<file path="config.mk">
export PLATFORM = sky130hd
export DESIGN_NAME = button_led_dimmer_control_unit
export DESIGN_NICKNAME = d
export VERILOG_FILES = /design/src/sv/bldc_pkg.sv /design/src/sv/button_led_dimmer_control_unit.sv
export SDC_FILE = /design/constraint.sdc
export NUM_CORES = 1
export LEC_CHECK = 0
export BUFFER_PORTS_ARGS = -buffer_cell sky130_fd_sc_hd__buf_2
export CORE_ASPECT_RATIO = 1.5
export CORE_MARGIN = 2
export CORE_UTILIZATION = 61
export CTS_CLUSTER_DIAMETER = 120
export DETAILED_ROUTE_END_ITERATION = 8
export PLACE_DENSITY = 0.8
export SLEW_MARGIN = 20
export SYNTH_ARGS = -nofsm -noshare
export SYNTH_HDL_FRONTEND = slang
export SYNTH_SLANG_ARGS = --single-unit
export TNS_END_PERCENT = 100
</file>
<file path="constraint.sdc">
create_clock -name clk_i -period 5 [get_ports clk_i]
set_input_delay 1 -clock clk_i [delete_from_list [all_inputs] [get_ports clk_i]]
set_output_delay 1 -clock clk_i [all_outputs]
set_load 0.1 [all_outputs]
</file>
<file path="src/sv/bldc_pkg.sv">
// Package for the single-button LED dimmer controller.
// Holds the item types, the operation and register codes and the duty mapping.
// No dependencies.
package bldc_pkg;

  // Operation codes carried in an input item.
  localparam logic [1:0] OP_CONTROL = 2'd0;
  localparam logic [1:0] OP_DIM     = 2'd1;
  localparam logic [1:0] OP_TIMER   = 2'd2;

  // Configuration register indexes.
  localparam logic [1:0] REG_TIMEOUT_LIMIT = 2'd0;
  localparam logic [1:0] REG_DIM_OFFSET    = 2'd1;
  localparam logic [1:0] REG_MIN_DUTY      = 2'd2;

  // Configuration reset values.
  localparam logic [7:0] TIMEOUT_LIMIT_RST = 8'h80;
  localparam logic [6:0] DIM_OFFSET_RST    = 7'd32;
  localparam logic [7:0] MIN_DUTY_RST      = 8'd1;

  localparam logic [7:0] DUTY_MAX  = 8'hFF;
  localparam logic [7:0] LEVEL_MAX = 8'hFF;

  // Lamp modes, encoded as they appear on the mode output field.
  typedef enum logic [2:0] {
    MODE_OFF     = 3'd0,
    MODE_WAIT1   = 3'd1,
    MODE_WAIT2   = 3'd2,
    MODE_WAIT3   = 3'd3,
    MODE_ON      = 3'd4,
    MODE_DIM     = 3'd5,
    MODE_DIMWAIT = 3'd6
  } mode_e;

  // One input item.
  typedef struct packed {
    logic [1:0] op;
    logic       button_pressed;
  } in_item_t;

  // One result item.
  typedef struct packed {
    logic [2:0] mode;
    logic [7:0] duty;
    logic       led_enabled;
    logic       deep_sleep;
  } out_item_t;

  // Map the dimming level to a PWM duty: a dead zone at or below the offset
  // gives the minimum duty, the top band saturates, and the rest is shifted.
  function automatic logic [7:0] map_duty(logic [7:0] lvl, logic [6:0] off,
                                          logic [7:0] mind);
    logic [8:0] sum;
    sum = {1'b0, lvl} - {2'b00, off} + {1'b0, mind};
    if (lvl <= {1'b0, off}) begin
      return mind;
    end else if (lvl >= (DUTY_MAX - {1'b0, off})) begin
      return DUTY_MAX;
    end else if (sum[8]) begin
      return DUTY_MAX;
    end else begin
      return sum[7:0];
    end
  endfunction

endpackage

</file>
<file path="src/sv/button_led_dimmer_control_unit.sv">
// Top level of the single-button LED dimmer controller.
// Depends on bldc_pkg for item types, codes and the duty mapping.
//
//   channel | direction | handshake              | payload
//   in      | input     | in_valid_i / in_stall_o  | in_data_i  (bldc_pkg::in_item_t)
//   out     | output    | out_valid_o / out_stall_i | out_data_o (bldc_pkg::out_item_t)
//   cfg     | input     | cfg_we_i                 | cfg_index_i, cfg_data_i
//
// The state and the output register are both updated at the accepting edge,
// so an item's result is visible in the cycle after it is accepted.
// One item is accepted per cycle while the output register is empty or being
// taken; a stalled result holds the input off until it is taken.
// Reset (rst_ni low) is asynchronous; there is no clearing pass.
module button_led_dimmer_control_unit (
  input  logic                 clk_i,
  input  logic                 rst_ni,
  input  logic                 in_valid_i,
  output logic                 in_stall_o,
  input  bldc_pkg::in_item_t   in_data_i,
  output logic                 out_valid_o,
  input  logic                 out_stall_i,
  output bldc_pkg::out_item_t  out_data_o,
  input  logic                 cfg_we_i,
  input  logic [1:0]           cfg_index_i,
  input  logic [7:0]           cfg_data_i
);

  // Configuration registers.
  logic [7:0] timeout_limit_q;
  logic [6:0] dim_offset_q;
  logic [7:0] min_duty_q;

  // Lamp state.
  bldc_pkg::mode_e mode_q, mode_d;
  logic       ramp_up_q, ramp_up_d;
  logic [7:0] level_q, level_d;
  logic [7:0] duty_q, duty_d;
  logic [7:0] count_q, count_d;
  logic       pending_q, pending_d;
  logic       deep_sleep_q, deep_sleep_d;
  logic       led_q, led_d;

  // Result register.
  logic                out_valid_q;
  bldc_pkg::out_item_t out_data_q;

  logic            in_accept;
  bldc_pkg::mode_e ctrl_mode;
  logic            btn;
  logic [7:0]      count_inc;

  assign in_stall_o  = out_valid_q && out_stall_i;
  assign in_accept   = in_valid_i && !in_stall_o;
  assign out_valid_o = out_valid_q;
  assign out_data_o  = out_data_q;
  assign btn         = in_data_i.button_pressed;
  assign count_inc   = (count_q == timeout_limit_q) ? 8'd0 : count_q + 8'd1;

  // Next mode of a control pass; a pending timeout overrides the button in every mode but ON and DIM.
  always_comb begin
    ctrl_mode = mode_q;
    unique case (mode_q)
      bldc_pkg::MODE_OFF: begin
        if (btn) ctrl_mode = bldc_pkg::MODE_WAIT1;
        if (pending_q) ctrl_mode = bldc_pkg::MODE_OFF;
      end
      bldc_pkg::MODE_WAIT1: begin
        if (!btn) ctrl_mode = bldc_pkg::MODE_WAIT2;
        if (pending_q) ctrl_mode = bldc_pkg::MODE_OFF;
      end
      bldc_pkg::MODE_WAIT2: begin
        if (btn) ctrl_mode = bldc_pkg::MODE_WAIT3;
        if (pending_q) ctrl_mode = bldc_pkg::MODE_OFF;
      end
      bldc_pkg::MODE_WAIT3: begin
        if (!btn) ctrl_mode = bldc_pkg::MODE_ON;
        if (pending_q) ctrl_mode = bldc_pkg::MODE_OFF;
      end
      bldc_pkg::MODE_ON: begin
        if (btn) ctrl_mode = bldc_pkg::MODE_DIMWAIT;
      end
      bldc_pkg::MODE_DIMWAIT: begin
        if (!btn) ctrl_mode = bldc_pkg::MODE_OFF;
        if (pending_q) ctrl_mode = bldc_pkg::MODE_DIM;
      end
      bldc_pkg::MODE_DIM: begin
        if (!btn) ctrl_mode = bldc_pkg::MODE_ON;
      end
      default: ctrl_mode = mode_q;
    endcase
  end

  // State update for one accepted item, with the entry actions of a new mode.
  always_comb begin
    mode_d       = mode_q;
    ramp_up_d    = ramp_up_q;
    level_d      = level_q;
    duty_d       = duty_q;
    count_d      = count_q;
    pending_d    = pending_q;
    deep_sleep_d = deep_sleep_q;
    led_d        = led_q;
    if (in_accept) begin
      unique case (in_data_i.op)
        bldc_pkg::OP_CONTROL: begin
          pending_d = 1'b0;
          mode_d    = ctrl_mode;
          if (ctrl_mode != mode_q) begin
            unique case (ctrl_mode)
              bldc_pkg::MODE_OFF: begin
                deep_sleep_d = 1'b1;
                duty_d       = 8'd0;
                led_d        = 1'b0;
                count_d      = 8'd0;
              end
              bldc_pkg::MODE_WAIT1: begin
                count_d      = 8'd0;
                deep_sleep_d = 1'b0;
              end
              bldc_pkg::MODE_WAIT2, bldc_pkg::MODE_WAIT3,
              bldc_pkg::MODE_DIMWAIT: begin
                count_d = 8'd0;
              end
              bldc_pkg::MODE_ON: begin
                duty_d = bldc_pkg::map_duty(level_q, dim_offset_q, min_duty_q);
                led_d  = 1'b1;
              end
              default: begin
                count_d = count_q;
              end
            endcase
          end
        end
        bldc_pkg::OP_DIM: begin
          // Triangle sweep of the level, only while dimming.
          if (mode_q == bldc_pkg::MODE_DIM) begin
            if (ramp_up_q) begin
              level_d = level_q + 8'd1;
              if (level_d == bldc_pkg::LEVEL_MAX) ramp_up_d = 1'b0;
            end else begin
              level_d = level_q - 8'd1;
              if (level_d == 8'd0) ramp_up_d = 1'b1;
            end
            duty_d = bldc_pkg::map_duty(level_d, dim_offset_q, min_duty_q);
          end
        end
        bldc_pkg::OP_TIMER: begin
          count_d = count_inc;
          if (count_inc == timeout_limit_q) pending_d = 1'b1;
        end
        default: begin
          pending_d = pending_q;
        end
      endcase
    end
  end

  // Configuration writes.
  always_ff @(posedge clk_i or negedge rst_ni) begin
    if (!rst_ni) begin
      timeout_limit_q <= bldc_pkg::TIMEOUT_LIMIT_RST;
      dim_offset_q    <= bldc_pkg::DIM_OFFSET_RST;
      min_duty_q      <= bldc_pkg::MIN_DUTY_RST;
    end else if (cfg_we_i) begin
      unique case (cfg_index_i)
        bldc_pkg::REG_TIMEOUT_LIMIT: timeout_limit_q <= cfg_data_i;
        bldc_pkg::REG_DIM_OFFSET:    dim_offset_q    <= cfg_data_i[6:0];
        bldc_pkg::REG_MIN_DUTY:      min_duty_q      <= cfg_data_i;
        default:                     min_duty_q      <= min_duty_q;
      endcase
    end
  end

  // Lamp state registers.
  always_ff @(posedge clk_i or negedge rst_ni) begin
    if (!rst_ni) begin
      mode_q       <= bldc_pkg::MODE_OFF;
      ramp_up_q    <= 1'b1;
      level_q      <= 8'd0;
      duty_q       <= 8'd0;
      count_q      <= 8'd0;
      pending_q    <= 1'b0;
      deep_sleep_q <= 1'b1;
      led_q        <= 1'b0;
    end else begin
      mode_q       <= mode_d;
      ramp_up_q    <= ramp_up_d;
      level_q      <= level_d;
      duty_q       <= duty_d;
      count_q      <= count_d;
      pending_q    <= pending_d;
      deep_sleep_q <= deep_sleep_d;
      led_q        <= led_d;
    end
  end

  // Result register valid flag.
  always_ff @(posedge clk_i or negedge rst_ni) begin
    if (!rst_ni) begin
      out_valid_q <= 1'b0;
    end else if (in_accept) begin
      out_valid_q <= 1'b1;
    end else if (!out_stall_i) begin
      out_valid_q <= 1'b0;
    end
  end

  // Result payload shows the state after the accepted item.
  always_ff @(posedge clk_i) begin
    if (in_accept) begin
      out_data_q.mode        <= mode_d;
      out_data_q.duty        <= duty_d;
      out_data_q.led_enabled <= led_d;
      out_data_q.deep_sleep  <= deep_sleep_d;
    end
  end

endmodule

</file>
# --- Word level (Yosys, flattened, before mapping) ---
# Index checks and enable logic that the tools add are counted.
word_totals:
  output_inout_bits: 15
  register_bits: 68
  in_bits: 18
op_classes:
  n_lt_le_gt_ge: 4
  addsub: 8
  n_reduce_logical: 16
  n_mux: 48
  eq_ne: 23
ops:
  columns: ["cell", "n"]
  rows:
  - ["8-bit two-way mux", 16]
  - ["8-bit case mux with 2 select lines", 3]
  - ["3-bit two-way mux", 13]
  - ["3-bit case mux with 7 select lines", 1]
  - ["9-bit by 8-bit adder with 9-bit output", 2]
  - ["8-bit by 7-bit subtractor with 9-bit output", 2]
  - ["8-bit by 1-bit adder with 8-bit output (second input constant)", 2]
  - ["8-bit == test", 2]
  - ["8-bit greater-or-equal comparator", 2]
  - ["8-bit by 7-bit less-or-equal comparator with 1-bit output", 2]
  - ["3-bit == test (second input constant)", 5]
  - ["3-bit by 2-bit == test with 1-bit output (second input constant)", 4]
  - ["1-bit two-way mux", 12]
  - ["8-bit == test (second input constant)", 1]
  - ["8-bit logical NOT", 1]
  - ["8-bit by 1-bit subtractor with 8-bit output (second input constant)", 1]
  - ["8-bit by 7-bit subtractor with 8-bit output (first input constant)", 1]
  - ["3-bit by 1-bit == test with 1-bit output (second input constant)", 2]
  - ["3-bit logical NOT", 2]
  - ["2-bit inequality test (second input constant)", 3]
  - ["1-bit case mux with 2 select lines", 3]
  - ["2-bit AND reduction", 3]
  - ["3-bit AND reduction", 2]
  - ["5-bit OR reduction", 1]
  - ["9 further kinds", 13]

# --- Logic depth before layout (Yosys ltp) ---
# Gate-level depths: netlist (run 1).
depth:
  ltp_word: 13
  depth_mapped: 16
  ltp_nobuf: 16

# --- Least setup slack after synthesis (run 1) ---
# No wires, ideal clock.
synth_path:
  path_type: "flip-flop to flip-flop"
  start: "register level_q[0]"
  end: "register out_data_q (netlist bit out_data_o[8]) (data pin)"
  synth_period_minus_slack_ps: 3768
  setup_slack_ps: 1232
  path_stages_with_launch: 16
  setup_time_ps: 272
  arrival_time_ps: 3496
  cell_sequence: "dfrtp_1 > inv_1 > ha_1 > nor2b_1 > a2bb2o_1 > xnor2_1 > fa_1 > inv_1 > ha_1 > o21ai_0 > a21oi_1 > or4_1 > o211ai_1 > nand3_1 > o2111ai_1 > nand3_1"
synth_via:
  elab_chain_cells: 13
  elab_cells_between_ends: 25
synth_rtl:
  columns: ["item", "line_no", "source"]
  rows:
  - ["start, declared", "button_led_dimmer_control_unit.sv:36", "logic [7:0] level_q, level_d;"]
  - ["start signal, assigned", "button_led_dimmer_control_unit.sv:188", "level_q <= level_d;"]
  - ["8-bit by 1-bit subtractor with 8-bit output / 8-bit by 1-bit adder with 8-bit output (equally long branches)", "button_led_dimmer_control_unit.sv:141, button_led_dimmer_control_unit.sv:138", null]
  - ["8-bit two-way mux", "button_led_dimmer_control_unit.sv:137", "if (ramp_up_q) begin"]
  - ["8-bit two-way mux", "button_led_dimmer_control_unit.sv:136", "if (mode_q == bldc_pkg::MODE_DIM) begin"]
  - ["8-bit two-way mux", "button_led_dimmer_control_unit.sv:104", "unique case (in_data_i.op)"]
  - ["8-bit two-way mux", "button_led_dimmer_control_unit.sv:103", "if (in_accept) begin"]
  - ["8-bit by 7-bit subtractor with 9-bit output", "bldc_pkg.sv:54", "sum = {1'b0, lvl} - {2'b00, off} + {1'b0, mind};"]
  - ["9-bit by 8-bit adder with 9-bit output", "bldc_pkg.sv:54", null]
  - ["8-bit two-way mux", "bldc_pkg.sv:59", "end else if (sum[8]) begin"]
  - ["8-bit two-way mux", "bldc_pkg.sv:57", "end else if (lvl >= (DUTY_MAX - {1'b0, off})) begin"]
  - ["8-bit two-way mux", "bldc_pkg.sv:55", "if (lvl <= {1'b0, off}) begin"]
  - ["8-bit two-way mux", "button_led_dimmer_control_unit.sv:136", null]
  - ["8-bit case mux with 2 select lines *", "button_led_dimmer_control_unit.sv:104", null]
  - ["8-bit two-way mux *", "button_led_dimmer_control_unit.sv:103", null]
  - ["named net duty_d[6]", "button_led_dimmer_control_unit.sv:37", "logic [7:0] duty_q, duty_d;"]
  - ["end, declared", "button_led_dimmer_control_unit.sv:45", "bldc_pkg::out_item_t out_data_q;"]
# Mark *: on every way through the listed nets, which the timed path passes. The rest lies on a longest branch. The select of a mux whose other input is x is not followed.
# A chain may end at the register's enable or synchronous reset.

# --- Worst setup path after layout (run 1) ---
layout_path:
  start: "register level_q[0]"
  end: "register out_data_q (netlist bit out_data_o[5]) (data pin)"
# The elaborated chain is that of the path after synthesis.

==> results.json, run 1 <==
{
  "hold_path_class": "reg2reg",
  "max_freq_ghz": 0.229,
  "cts_buffers": 9,
  "cp_slowest_stage_delay_ns": 0.64,
  "clk_pin_slew_worst_paths_ns": 0.07,
  "synth_top_area_cell": "dfrtp_1",
  "synth_area_per_cell_um2": 9.15,
  "crit_family": "compound AO/OA/AOI/OAI gates",
  "synth_top_area_share_pct": 22.4,
  "ys_types": 72,
  "crit_chain": "inv_1 > ha_1 > nor2b_1 > a2bb2o_1 > xnor2_1 > inv_1 > ha_1 > nand4_1 > a21oi_1 > nor4_1 > o2bb2ai_1 > nand4_1 > o221ai_1 > nand3_1",
  "wirelength_mm": 15.2,
  "syn2layout_area_growth_pct": 10.5,
  "critPathCaptureType": "flop",
  "seq_area_frac_synth_pct": 31.7,
  "syn_area_um2": 5580,
  "synth_flop_cell": "dfrtp_1",
  "layout.cells.non_filler": 753,
  "grt_usage_pct": 33.0,
  "total_power_mw": 2.78,
  "fp.dieH_um": 121,
  "timing.final.crit_share_pct": 87.2,
  "core_um2": 8880,
  "portBuffers": 32,
  "start_util_pct": 62.9,
  "slew_violations": 0,
  "crit_arrival_ns": 4.44,
  "vias": 4853,
  "drive_above_1_share_pct": 14.6,
  "rsz0062_at_grt": "no",
  "ys_warn_count": 0,
  "dp_cells": 737,
  "cts_tree": "yes",
  "cts_max_level": 3,
  "drtAntennaViolNets": 0,
  "io_pins": 33,
  "tns_ns": 0,
  "drtIter0Drc": 354,
  "p_per_area_nw_per_um2": 450,
  "clkLatencyLatePin_ns": 0.35,
  "clockRootBuffer": "clkbuf_16",
  "synth_nets": 695,
  "cap_violations": 0,
  "final_common_cell": "nand2_1",
  "fin_skew_ns": 0.0119,
  "syn_inst": 610,
  "setup_viol": 0,
  "die_area_um2": 9950,
  "worst_pin_slew_ns": 0.928,
  "postCtsSetupRepairBufs": 0,
  "worst_setup_path_start_kind": "flop",
  "wl_per_cell_um": 20.2,
  "maxSlewHeadroom_pct": 37.9,
  "ir_drop_v": 0.000337,
  "die_x_um": 82.1,
  "dp_hpwl_mm": 11.5,
  "crit_fanout": 11,
  "grt_overflow_total": 0,
  "async_reset_ff_share_pct": 80.9,
  "required_ns": 5.08,
  "cts_resized": 0,
  "fillers": 673,
  "final_cell_mix": "nand2_1 (60), ha_1 (55), dfrtp_1 (50)",
  "critPathBufInv": 2,
  "leakage_nw": 2.79,
  "slowest_stage": "o2bb2ai_1",
  "grt_pass1_wl_mm": 24.2,
  "gp_congestion": 1.01,
  "post-route-min-period_ns": 4.36,
  "rows": 42,
  "status": "finished, final reports clean",
  "grt_start_max_net_pins": 56,
  "hold_buffers": 0,
  "post_drt_via_cell_ratio": 6.44,
  "ys_ff_latch": 68,
  "hold_viol": 0,
  "synth_edf_count": 13,
  "antenna_cells": 0,
  "drc": 0,
  "synthTopCellsByArea": "dfrtp_1 (22%), ha_1 (12%), edfxtp_1 (7.0%), mux2_2 (5.2%), fa_1 (4.3%)",
  "layout.nets": 723,
  "drtPass1Iterations": 6,
  "antenna_found_initial": 0,
  "first_global_vias": 4807,
  "clockBufferDepth": 2,
  "cts_sinks": 68,
  "critPathKind": "reg2reg"
}
==> cell type report <==
class	count	area (um^2)	area share, %
multi-input combinational	476	3560	57.7
tap	110	138	2.23
sequential	68	1770	28.7
clock inverter	7	120	1.95
inverter	50	188	3.04
timing repair buffer	33	168	2.72
clock buffer	9	225	3.65
==> per-layer routing <==
layer,vias to the layer above,global-route usage (%),part of all wire [%]
li1,2226,-,-
met1,2314,37.2,37
met2,243,56.9,52
met3,70,4.99,5.2
met4,0,20.3,5.7
met5,-,0,0
==> power breakdown <==
part           total [mW]  internal, mW  switching, mW  leakage [nW]
clock               0.755         0.491          0.264         0.171
sequential          0.823         0.676          0.147         0.812
combinational        1.20         0.460          0.739          1.80
==> through the flow <==
| stage | util (%) | worst slack, ns | instance area (um^2) | hold slack, ns |
|---|---|---|---|---|
| finish | 69.5 | 0.642 | 6170 | 0.512 |
| CTS | 69.4 | 0.693 | 6160 | 0.513 |
| global route | 69.5 | 0.344 | 6170 | 0.546 |
| global placement | 65.5 | 0.856 | 5820 | 0.485 |
| detailed placement | 65.5 | 0.714 | 5820 | 0.496 |
| floorplan | - | 1.23 | 5580 | 0.458 |
==> sequential cells by signal, indices dropped and copies added, names as in the netlist <==
register         count
out_data_o          13
count_q              8
duty_q               8
level_q              8
min_duty_q           8
timeout_limit_q      8
dim_offset_q         7
mode_q               3
deep_sleep_q         1
led_q                1
out_valid_o          1
pending_q            1
ramp_up_q            1
==> path summary, 6_finish.rpt <==
check / start / endpoint / slack [ns] / cells past startpoint
worst max-delay path: level_q[0]$_DFFE_PN0P_ / out_data_o[5]$_DFFE_PP_ / 0.64 / 14
worst min-delay path: duty_q[6]$_DFF_PN0_ / duty_q[6]$_DFF_PN0_ / 0.51 / 2
worst max register to register: level_q[0]$_DFFE_PN0P_ / out_data_o[5]$_DFFE_PP_ / 0.64 / 14
worst min register to register: duty_q[6]$_DFF_PN0_ / duty_q[6]$_DFF_PN0_ / 0.51 / 2
max in group asynchronous: rst_ni / mode_q[1]$_DFF_PN0_ / 3.71 / 2
min in group asynchronous: rst_ni / duty_q[0]$_DFF_PN0_ / 0.80 / 2
==> worst reg2reg max path: stages (launching register included) <==
cell	delay, ns
dfrtp_1	0.51
inv_1	0.23
ha_1	0.29
nor2b_1	0.18
a2bb2o_1	0.32
xnor2_1	0.29
inv_1	0.12
ha_1	0.36
nand4_1	0.16
a21oi_1	0.17
nor4_1	0.06
o2bb2ai_1	0.64
nand4_1	0.35
o221ai_1	0.28
nand3_1	0.13
==> synthesized netlist by cell type, types with 18 or more instances <==
cell type and instances:
a21oi_1 30, dfrtp_1 50, ha_1 55, inv_1 47, mux2_2 26, nand2_1 60, nand2b_1 18, nand3_1 18
nor2_1 44, o21ai_0 18, xnor2_1 18, xor2_1 21
==> cells by family after synthesis <==
group | share of synthesized area, %
flip-flops | 31.7
multiplexers | 5.60
XOR/XNOR | 6.12
adder cells (fa/ha/maj) | 16.6
AO/OA/AOI/OAI | 16.7
AND/OR/NAND/NOR | 18.6
buffers and inverters | 4.64
(Power assumes the default switching activity.)
==> inputs of run 2 (changes only) <==
- CELL_PAD_IN_SITES_DETAIL_PLACEMENT: unset -> 1
- CELL_PAD_IN_SITES_GLOBAL_PLACEMENT: unset -> 1
- CORE_UTILIZATION: 61 -> 45
- CTS_BUF_LIST: unset -> sky130_fd_sc_hd__clkbuf_8
- PLACE_DENSITY: 0.8 -> unset
- PLACE_DENSITY_LB_ADDON: unset -> 0.1
- clock period: 5 -> 3.7 ns (I/O delays scaled with it)
==> results.json, run 2 (synthesized netlist as in run 1, its figures left out) <==
{
  "slew_violations": 0,
  "setup_viol": 6,
  "multiInputGateArea_um2": 3810,
  "worst_pin_slew_ns": 0.834,
  "r2r_cells": 17,
  "required_ns": 3.78,
  "clockBufferDepth": 2,
  "cts_sinks": 68,
  "cts_tree": "yes",
  "grt_start_max_net_pins": 33,
  "clk_pin_slew_worst_paths_ns": 0.09,
  "crit_arrival_ns": 3.88,
  "crit_fanout": 5,
  "grt_overflow_total": 0,
  "post-route-min-period_ns": 3.79,
  "antenna_cells": 0,
  "critPathKind": "reg2reg",
  "cap_violations": 0,
  "final_area_um2": 6840,
  "slowest_stage": "dfrtp_2",
  "place_area_um2": 6290,
  "clockRootBuffer": "clkbuf_8",
  "crit_family": "simple AND/OR/NAND/NOR gates",
  "worstReg2RegStart": "level_q[0]$_DFFE_PN0P_",
  "critPathBufInv": 3,
  "p_per_area_nw_per_um2": 539,
  "layout.nets": 794,
  "worst_setup_path_start_kind": "flop",
  "core_um2": 12100,
  "die_x_um": 95.0,
  "drtAntennaViolNets": 0,
  "vias": 5164,
  "timing.final.crit_share_pct": 103,
  "drtPass1Iterations": 4,
  "fillers": 1404,
  "seqCellArea_um2": 1780,
  "wl_per_cell_um": 22.1,
  "leakage_nw": 3.10,
  "antenna_found_initial": 0,
  "dp_hpwl_mm": 15.0,
  "clkLatencyLatePin_ns": 0.36,
  "status": "finished, violations left",
  "fin_skew_ns": 0.0149,
  "first_global_vias": 5788,
  "max_freq_ghz": 0.264,
  "reg2reg_to": "out_data_o[7]$_DFFE_PP_",
  "grt_pass1_wl_mm": 29.8,
  "die_area_um2": 13300,
  "grt_usage_pct": 29.5,
  "hold_buffers": 0,
  "start_util_pct": 46.2,
  "final_common_cell": "buf_4",
  "path_common_cell": "buf_4",
  "critPathCaptureType": "flop",
  "drtIter0Drc": 184,
  "drive_above_1_share_pct": 28.7,
  "post_drt_via_cell_ratio": 5.96,
  "cts_max_level": 3,
  "rows": 49,
  "drc": 0,
  "final_cell_mix": "buf_4 (72), nand2_1 (60), ha_1 (50)",
  "setup_ws_ns": -0.0941,
  "post-place-ws_ns": -0.174,
  "ir_drop_v": 0.000304,
  "cp_slowest_stage_delay_ns": 0.46,
  "io_pins": 33,
  "portBuffers": 32,
  "crit_chain": "inv_4 > ha_2 > nor2b_4 > nand2_1 > xnor2_1 > nor2_1 > a21oi_2 > xor2_1 > ha_1 > buf_4 > a211o_1 > or4_1 > o211ai_1 > nand4_1 > buf_4 > o221ai_2 > nand3_1",
  "gp_congestion": 1.00,
  "fp.dieH_um": 140,
  "wirelength_mm": 19.1,
  "hold_viol": 0,
  "hold_path_class": "in2async",
  "syn2layout_area_growth_pct": 22.5,
  "rsz0062_at_grt": "yes",
  "maxSlewHeadroom_pct": 44.4,
  "cts_buffers": 9,
  "violations": "setup timing",
  "largest_reg_flops": 13,
  "hold_ws_ns": 0.470,
  "tns_ns": -0.322,
  "reg2reg_slack_ns": -0.09
}
run 2: cell count changes in the layout (fill, tap and decap cells not counted), sizes merged:
cell,previous run,this run
clkbuf,9,11
clkinv,1,2
buf,33,104
bufinv,3,0
run 2: report_power, final:
group | total (mW) | switching [mW] | leakage [nW] | internal, mW
Combinational | 2.01 | 1.18 | 2.18 | 0.834
Clock | 0.579 | 0.306 | 0.103 | 0.273
Sequential | 1.09 | 0.181 | 0.812 | 0.912
Total | 3.69 | 1.67 | 3.10 | 2.02
run 2: area by class of cell:
type	instances	area share, %
clock buffers	11	2.21
inverters	50	2.78
well taps	153	2.80
clock inverters	5	0.329
multi-input cells	476	55.6
flip-flops and latches	68	26.0
repair buffers	104	10.2
run 2: layer usage:
layer / up-vias / global-route usage (%) / part of all wire (%)
met5: - / 0 / 0
met2: 111 / 54.7 / 56
met4: 0 / 19.7 / 5.9
met1: 2602 / 29.7 / 36
met3: 76 / 3.71 / 2.0
li1: 2375 / - / -
run 2: how the worst max path moves through the flow:
stage                      startpoint                       to  slack (ns)  depth (start not counted)
2_1_floorplan  level_q[0]$_DFFE_PN0P_  out_data_o[8]$_DFFE_PP_       0.006                         15
3_3_place_gp   level_q[0]$_DFFE_PN0P_  out_data_o[8]$_DFFE_PP_       -0.01                         13
3_5_place_dp   level_q[0]$_DFFE_PN0P_  out_data_o[8]$_DFFE_PP_       -0.17                         14
4_1_cts        level_q[0]$_DFFE_PN0P_  out_data_o[7]$_DFFE_PP_       -0.06                         14
5_1_grt        level_q[0]$_DFFE_PN0P_  out_data_o[7]$_DFFE_PP_       -0.26                         17
6_report       level_q[0]$_DFFE_PN0P_  out_data_o[7]$_DFFE_PP_       -0.09                         17
run 2: per-stage QoR:
stage                     std cells  power [mW]  util [%]
after floorplan                 610        2.29         -
after global placement          835        2.85      52.0
after detailed placement        835        2.94      52.0
after CTS                       859        3.57      54.8
after global routing            867        3.92      56.6
final                           867        3.69      56.6
run 2: what timing repair did:
action,CTS,global route
endpoints found under the setup margin,15,16
resized for setup,21,32
setup buffers,8,8
pin swaps,14,15
==> inputs of run 3 (changes only) <==
- CELL_PAD_IN_SITES_DETAIL_PLACEMENT: 1 -> 0
==> results.json, run 3 (synthesized netlist as in run 1, its figures left out) <==
{
  "status": "finished, violations left",
  "violations": "setup timing",
  "p_int_mw": 1.98,
  "cts_sinks": 68,
  "final_area_um2": 6760,
  "sw_frac_of_total_pct": 43.8,
  "fp.dieH_um": 140,
  "wirelength_mm": 16.7,
  "crit_arrival_ns": 3.83,
  "critPathKind": "reg2reg",
  "maxSlewHeadroom_pct": 44.8,
  "place_area_um2": 6290,
  "first_global_vias": 5238,
  "crit_family": "simple AND/OR/NAND/NOR gates",
  "vias": 4944,
  "crit_chain": "or3_4 > nor4b_4 > or3_4 > nand2_2 > ha_4 > inv_2 > ha_4 > a211o_1 > or4_1 > o211ai_1 > nand4_1 > o221ai_2 > nand3_2",
  "drc": 0,
  "core_um2": 12100,
  "reg2reg_slack_ns": -0.04,
  "dp_hpwl_mm": 13.3,
  "clockBufferDepth": 2,
  "drive_above_1_share_pct": 26.6,
  "worstReg2RegStart": "level_q[1]$_DFFE_PN0P_",
  "power.switching_mw": 1.54,
  "dr_wl_met2_mm": 9.32,
  "topRoutingLayerUsed": "met4",
  "cts_buffers": 9,
  "final_cell_mix": "buf_4 (64), nand2_1 (59), ha_1 (49), dfrtp_1 (49), inv_1 (47)",
  "wl_met1_mm": 6.01,
  "crit_fanout": 4,
  "grt_pass1_wl_mm": 27.0,
  "required_ns": 3.79,
  "setup_ws_ns": -0.0386,
  "rsz0062_at_grt": "yes",
  "dp_cells": 835,
  "die_area_um2": 13300,
  "io_pins": 33,
  "cts_tree": "yes",
  "pwr-share-seq_pct": 30.8,
  "slowest_stage": "or3_4",
  "layout.nets": 786,
  "rows": 49,
  "ir_drop_v": 0.000348,
  "critPathBufInv": 1,
  "die_x_um": 95.0,
  "final_common_cell": "buf_4",
  "critPathCaptureType": "flop",
  "hold_buffers": 0,
  "gp_congestion": 1.00,
  "grt_overflow_total": 0,
  "max_freq_ghz": 0.267,
  "largest_reg_flops": 13,
  "antenna_found_initial": 0,
  "start_util_pct": 46.2,
  "utilization_pct": 56.0,
  "post_drt_via_cell_ratio": 5.76,
  "layout.cells.non_filler": 859,
  "drtIter0Drc": 244,
  "pwr-share-comb_pct": 53.2,
  "total_power_mw": 3.52,
  "leakage_nw": 3.06,
  "cap_violations": 0,
  "clkLatencyLatePin_ns": 0.36,
  "grt_usage_pct": 26.8,
  "hold_path_class": "in2async",
  "worst_pin_slew_ns": 0.828,
  "drtAntennaViolNets": 0,
  "grt_start_max_net_pins": 33,
  "clockRootBuffer": "clkbuf_8",
  "post-route-min-period_ns": 3.74,
  "setup_viol": 3,
  "worst_setup_path_start_kind": "flop",
  "cts_max_level": 3,
  "timing.final.crit_share_pct": 101,
  "r2r_cells": 13,
  "cp_slowest_stage_delay_ns": 0.46,
  "fin_skew_ns": 0.0104,
  "wl_per_cell_um": 19.4,
  "drtPass1Iterations": 4,
  "slew_violations": 0,
  "clkPwrFrac_pct": 16.1,
  "p_per_area_nw_per_um2": 520,
  "hold_viol": 0,
  "antenna_cells": 0,
  "portBuffers": 32,
  "syn2layout_area_growth_pct": 21.1,
  "reg2reg_to": "out_data_o[5]$_DFFE_PP_",
  "clk_pin_slew_worst_paths_ns": 0.08,
  "wl_met3_um": 388
}
## run 3: cell count changes in the layout (fill, tap and decap cells not counted), moves of 2 or more
cell    change
ha_4        +3
ha_2        -2
buf_4       -8
xor2_1      +2
xor2_2      -2
## run 3: final cells by class
type / count / area (um^2)
multi-input cells: 476 / 3790
repair buffers: 96 / 641
clock inverters: 5 / 22.5
inverters: 50 / 188
fillers: 1115 / 5310
clock buffers: 11 / 151
well taps: 153 / 191
flip-flops and latches: 68 / 1780
## run 3: how the worst max path moves through the flow
stage	from	end	slack, ns	depth (start not counted)
6_report	level_q[1]$_DFFE_PN0P_	out_data_o[5]$_DFFE_PP_	-0.04	13
5_1_grt	level_q[1]$_DFFE_PN0P_	out_data_o[5]$_DFFE_PP_	-0.21	13
4_1_cts	level_q[0]$_DFFE_PN0P_	out_data_o[8]$_DFFE_PP_	0.006	14
3_5_place_dp	level_q[0]$_DFFE_PN0P_	out_data_o[5]$_DFFE_PP_	-0.13	15
3_3_place_gp	level_q[0]$_DFFE_PN0P_	out_data_o[8]$_DFFE_PP_	-0.01	13
2_1_floorplan	level_q[0]$_DFFE_PN0P_	out_data_o[8]$_DFFE_PP_	0.006	15
## run 3: per-layer routing
layer  track usage, %  up-vias
met5                0        -
met4             15.6        0
met3             3.77       54
met2             49.3      114
met1             28.0     2415
li1                 -     2361
## run 3: repair_timing
| item | in CTS | in global routing |
|---|---|---|
| setup endpoints to repair | 11 | 15 |
| resized for setup | 22 | 21 |
| pin swaps | 9 | 12 |
| setup buffers | 4 | 4 |
## run 3: worst register-to-register path, delay by kind of cell (launching register included)
kind | cells | cell delay (ns)
AND/OR/NAND/NOR | 7 | 1.85
AO/OA/AOI/OAI | 3 | 0.67
flip-flops | 1 | 0.42
buffers and inverters | 1 | 0.04
adder cells (fa/ha/maj) | 2 | 0.50
## run 3: per-stage QoR
stage | setup TNS (ns) | setup WS [ns] | hold slack [ns]
global placement | -0.0280 | -0.00979 | 0.469
CTS | 0 | 0.00627 | 0.495
finish | -0.0815 | -0.0386 | 0.475
floorplan | 0 | 0.00572 | 0.444
detailed placement | -0.628 | -0.126 | 0.478
global route | -1.26 | -0.209 | 0.528
## run 3: power by group through the flow
stage / sequential (mW) / combinational [mW] / clock, mW
finish: 1.08 / 1.87 / 0.565
global route: 1.10 / 2.06 / 0.614
CTS: 1.08 / 1.82 / 0.580
detailed placement: 1.09 / 1.78 / 0
global placement: 1.09 / 1.76 / 0
floorplan: 1.20 / 1.09 / 0
